`src/rtl/kwm_pkg.sv`:
```
// Shared constants, codes and types of the k-way sorted merge core.
package kwm_pkg;

    localparam int LANES      = 8;
    localparam int LANE_DEPTH = 256;

    localparam int LANE_W    = $clog2(LANES);
    localparam int TREE_N    = 1 << LANE_W;
    localparam int SLOT_W    = $clog2(LANE_DEPTH);
    localparam int CNT_W     = $clog2(LANE_DEPTH + 1);
    localparam int MEM_DEPTH = LANES * LANE_DEPTH;
    localparam int ADDR_W    = $clog2(MEM_DEPTH);

    localparam int CMD_W     = 2;
    localparam int IN_LANE_W = 3;
    localparam int VALUE_W   = 32;
    localparam int STATUS_W  = 2;
    localparam int DATA_W    = 40;

    localparam int QUEUE_DEPTH = 2;
    localparam int QPTR_W      = $clog2(QUEUE_DEPTH);
    localparam int QCNT_W      = $clog2(QUEUE_DEPTH + 1);

    // Command codes on the input channel
    localparam logic [CMD_W-1:0] CMD_LOAD  = 2'd0;
    localparam logic [CMD_W-1:0] CMD_POP   = 2'd1;
    localparam logic [CMD_W-1:0] CMD_CLEAR = 2'd2;

    // Result status codes
    localparam logic [STATUS_W-1:0] ST_OK    = 2'd0;
    localparam logic [STATUS_W-1:0] ST_EMPTY = 2'd1;
    localparam logic [STATUS_W-1:0] ST_DROP  = 2'd2;

    // Classified operations handed from front to back
    typedef logic [2:0] op_t;
    localparam op_t OP_NOP   = 3'd0;
    localparam op_t OP_LOAD  = 3'd1;
    localparam op_t OP_DROP  = 3'd2;
    localparam op_t OP_POP   = 3'd3;
    localparam op_t OP_CLEAR = 3'd4;

    typedef struct packed {
        op_t                       op;
        logic [LANE_W-1:0]         lane;
        logic signed [VALUE_W-1:0] value;
    } cmd_item_t;

    typedef struct packed {
        logic [STATUS_W-1:0]       status;
        logic signed [VALUE_W-1:0] value;
        logic [IN_LANE_W-1:0]      lane;
    } result_t;

endpackage

```
`src/rtl/kwm_front.sv`:
```
// Input side: accept transfers, classify commands, buffer them in a short queue.
module kwm_front (
    input  logic                         aclk,
    input  logic                         aresetn,
    input  logic                         s_tvalid,
    output logic                         s_tready,
    input  logic [kwm_pkg::DATA_W-1:0]   s_tdata,
    input  logic [kwm_pkg::CMD_W-1:0]    s_tuser,
    output logic                         deq_valid,
    input  logic                         deq_ready,
    output kwm_pkg::cmd_item_t           deq_item
);
    import kwm_pkg::*;

    cmd_item_t          q_reg [QUEUE_DEPTH];
    logic [QPTR_W-1:0]  wr_ptr_reg, wr_ptr_next;
    logic [QPTR_W-1:0]  rd_ptr_reg, rd_ptr_next;
    logic [QCNT_W-1:0]  fill_reg, fill_next;
    logic               push, pop;
    logic [IN_LANE_W-1:0] lane_in;
    logic               lane_ok;
    cmd_item_t          item_in;

    function automatic logic [QPTR_W-1:0] ptr_inc(input logic [QPTR_W-1:0] p);
        ptr_inc = (p == QPTR_W'(QUEUE_DEPTH - 1)) ? '0 : p + 1'b1;
    endfunction

    assign lane_in = s_tdata[IN_LANE_W-1:0];
    assign lane_ok = {{(32-IN_LANE_W){1'b0}}, lane_in} < 32'(LANES);

    always_comb begin
        item_in.lane  = LANE_W'(lane_in);
        item_in.value = s_tdata[IN_LANE_W +: VALUE_W];
        unique case (s_tuser)
            CMD_LOAD:  item_in.op = lane_ok ? OP_LOAD : OP_DROP;
            CMD_POP:   item_in.op = OP_POP;
            CMD_CLEAR: item_in.op = OP_CLEAR;
            default:   item_in.op = OP_NOP;
        endcase
    end

    assign s_tready  = (fill_reg != QCNT_W'(QUEUE_DEPTH));
    assign deq_valid = (fill_reg != '0);
    assign deq_item  = q_reg[rd_ptr_reg];
    assign push      = s_tvalid && s_tready;
    assign pop       = deq_valid && deq_ready;

    always_comb begin
        wr_ptr_next = push ? ptr_inc(wr_ptr_reg) : wr_ptr_reg;
        rd_ptr_next = pop ? ptr_inc(rd_ptr_reg) : rd_ptr_reg;
        fill_next   = fill_reg + QCNT_W'(push) - QCNT_W'(pop);
    end

    always_ff @(posedge aclk) begin
        if (!aresetn) begin
            wr_ptr_reg <= '0;
            rd_ptr_reg <= '0;
            fill_reg   <= '0;
        end else begin
            wr_ptr_reg <= wr_ptr_next;
            rd_ptr_reg <= rd_ptr_next;
            fill_reg   <= fill_next;
        end
    end

    always_ff @(posedge aclk) begin
        if (push) begin
            q_reg[wr_ptr_reg] <= item_in;
        end
    end
endmodule

```
`config.mk`:
```
export PLATFORM = sky130hd
export DESIGN_NAME = kwm_front
export DESIGN_NICKNAME = d
export VERILOG_FILES = /design/src/rtl/kwm_pkg.sv /design/src/rtl/kwm_front.sv
export SDC_FILE = /design/constraint.sdc
export NUM_CORES = 1
export LEC_CHECK = 0
export ABC_AREA = 1
export BUFFER_PORTS_ARGS = -buffer_cell sky130_fd_sc_hd__buf_4
export CAP_MARGIN = 20
export CORE_ASPECT_RATIO = 1.4
export CORE_MARGIN = 3
export CORE_UTILIZATION = 51
export DETAILED_ROUTE_END_ITERATION = 12
export GPL_ROUTABILITY_DRIVEN = 0
export GPL_TIMING_DRIVEN = 0
export HOLD_SLACK_MARGIN = 0.05
export PLACE_DENSITY = 0.81
export SYNTH_ARGS = -nofsm -noshare
export SYNTH_HDL_FRONTEND = slang
export SYNTH_SLANG_ARGS = --single-unit
```
`constraint.sdc`:
```
create_clock -name aclk -period 3.8 [get_ports aclk]
set_clock_uncertainty 0.15 [all_clocks]
set_input_delay 0.19 -clock aclk [delete_from_list [all_inputs] [get_ports aclk]]
set_output_delay 0.19 -clock aclk [all_outputs]
set_load 0.02 [all_outputs]
```
==> reports/qor.csv <==
metric;value;unit
Ports;86;
Starting Density;54.1;%
core area;5690;um^2
crit path from;fill_reg[0]$_SDFF_PN0_;
Worst Hold Depth;6;
Worst-Margin Slew;467;ps
clk_lat worst skew;330;ps
final core occ;76.7;%
share of cells above drive strength 1;48.0;%
TNS Setup;0;ps
leading area contributor after synthesis;edfxtp_1;
library cells used by synthesis;14;
Rows;32;
HPWL after DPL;3580;um
Critical Path RT;3690;ps
Syn. warnings;0;
Clk pwr share;19.7;%
fmax;542;MHz
Worst Path Arrival;1730;ps
commonest non-fill, non-tap cell in the layout;buf_4;
DRC viols;0;
crit path max fanout;25;
max-cap viol count;0;
initial antenna violation count;0;
P_int;1810;uW
Die ar.;7010;um^2
endpoint type of the worst setup path;flip-flop;
Tcrit/Tclk final;48.5;%
Starting DRT DRC Count;121;
CTS H-Tree Depth;3;
delay-heaviest family, CP;simple AND/OR/NAND/NOR gates;
die height;97.9;um
first-pass GRT wire length;8910;um
register area share after synthesis;77.5;%
outcome;finished clean;
ANT cells;0;
commonest cells after routing, fill and taps aside;buf_4, edfxtp_1, dlygate4sd3_1;
Logic pwr share;35.2;%
Post-Syn Area;3070;um^2
Placed Area;3810;um^2
I/O Buffers;80;
design area;4360;um^2
vias in the first global route;1904;
routed wire length;5580;um
max reg flops;76;
Net Count, Synth;205;
Tot GR Track Use;16.9;%
Total Power Consumption;2600;uW
RR Startpoint;fill_reg[0]$_SDFF_PN0_;
Mapped Cells;158;
Yosys top cell area share;74.2;%
VDD IR max;0.000450;V
chip width;71.6;um
unrepaired setup endpoints after global routing;false;
per-cell routed wire length;15.4;um
HP Class;input port to flip-flop;
final setup fails;0;
CTS tree;done;
postcts setup bufs;0;
HP Start;deq_ready;
slowest stage delay, CP;440;ps
CP Buf/Inv Count;2;
Inserted Clock Buffers;9;
clock sinks;81;
relative slew slack;68.8;%
switching part of the total;30.3;%
nets@finish;336;
post-route minimum period;1840;ps
CTS clk-pin slew, worst paths;70;ps
Placed Instances;308;
reg2reg path depth;5;
Root Driver;clkbuf_8;
area delta synth->final;41.8;%
DRT antenna net count;0;
post-DR vias/cell;4.90;
global route total overflow;0;
P_leak;0.00173;uW
Seq pwr share;45.1;%
PD cells;596;nW/um^2
Setup CP Type;flip-flop to flip-flop;
#FFs+latches synth;81;
Critical Path Source Type;flip-flop;
Slew Limit Fails;0;
maximum clock path buffer count;2;
crit path cell chain;inv_1 -> nand2_1 -> nand2_1 -> nor2_4 -> buf_12;
pin count of the biggest net entering global routing;27;
total net switching power;788;uW
Syn Area/Cell;19.5;um^2
CP Depth;5;
Synth area leaders;edfxtp_1, mux2_4, mux2_2, dfxtp_1, nand2_1;
DR vias;1773;
final hold vios;0;
CP max-delay cell;nor2_4;
DR pass1 iterations;4;
post-cts gate resize count;0;
most used cell along the critical path;nand2_1;
Post-CTS Hold Buffers;38;
final instance count without filler cells;362;
==> final timing paths <==
kind	end	slack (ps)
max reg2reg	q_reg[0][1]$_DFFE_PP_	1960
min reg2reg	rd_ptr_reg$_SDFFE_PN0P_	370
min	rd_ptr_reg$_SDFFE_PN0P_	160
max	q_reg[0][1]$_DFFE_PP_	1960
==> Yosys cell counts <==
library cell / instances
nor2_1: 10
xnor2_1: 1
edfxtp_1: 76
buf_6: 3
mux2_2: 18
inv_1: 9
nand3_1: 1
nor2_2: 1
ha_1: 1
dfxtp_1: 5
a21oi_1: 1
buf_2: 1
mux2_4: 20
nand2_1: 11
==> stage by stage <==
step / worst slack (ps) / hold WS (ps)
global placement: 96.9 / 225
finish: 1960 / 156
detailed placement: 1940 / 227
global route: 1830 / 200
floorplan: 838 / 133
CTS: 1910 / 140
==> final cells by class <==
class,instances,area [um^2]
Timing Repair Buffer,120,1020
Multi-Input combinational cell,64,634
Sequential cell,81,2380
Buffer,4,38.8
Clock inverter,6,35.0
Fill cell,329,1330
Clock buffer,10,128
Tap cell,68,85.1
Inverter,9,33.8
==> per-layer routing <==
layer | vias up | wire length [um] | part of all wire (%) | global-route usage (%)
li1 | 847 | - | - | -
met1 | 853 | 2070 | 37 | 18.7
met2 | 58 | 3110 | 56 | 30.0
met3 | 15 | 258 | 4.6 | 3.60
met4 | 0 | 142 | 2.5 | 8.39
met5 | - | 0 | 0 | 0
==> power by group through the flow <==
stage / registers (uW) / logic [uW] / clock network [uW]
after detailed placement: 1190 / 890 / 0
after global routing: 1190 / 977 / 563
after floorplan: 1190 / 557 / 0
final: 1170 / 914 / 512
after CTS: 1170 / 924 / 528
after global placement: 1190 / 847 / 0
==> worst register-to-register path, stage by stage, from the launching register on <==
cell and delay [ps]:
dfxtp_1 370, inv_1 50, nand2_1 80, nand2_1 200
nor2_4 440, buf_12 250
==> kinds of logic (layout without fill, tap and decap cells) <==
group | count (synthesis) | after routing | synth area share (%)
compound gates | 1 | 1 | 0.163
xor+xnor | 1 | 1 | 0.285
fa+ha+maj | 1 | 1 | 0.407
buf+inv | 13 | 149 | 2.36
flops | 81 | 81 | 77.5
mux | 38 | 38 | 16.4
simple gates | 23 | 23 | 2.93
(Power assumes the default switching activity.)
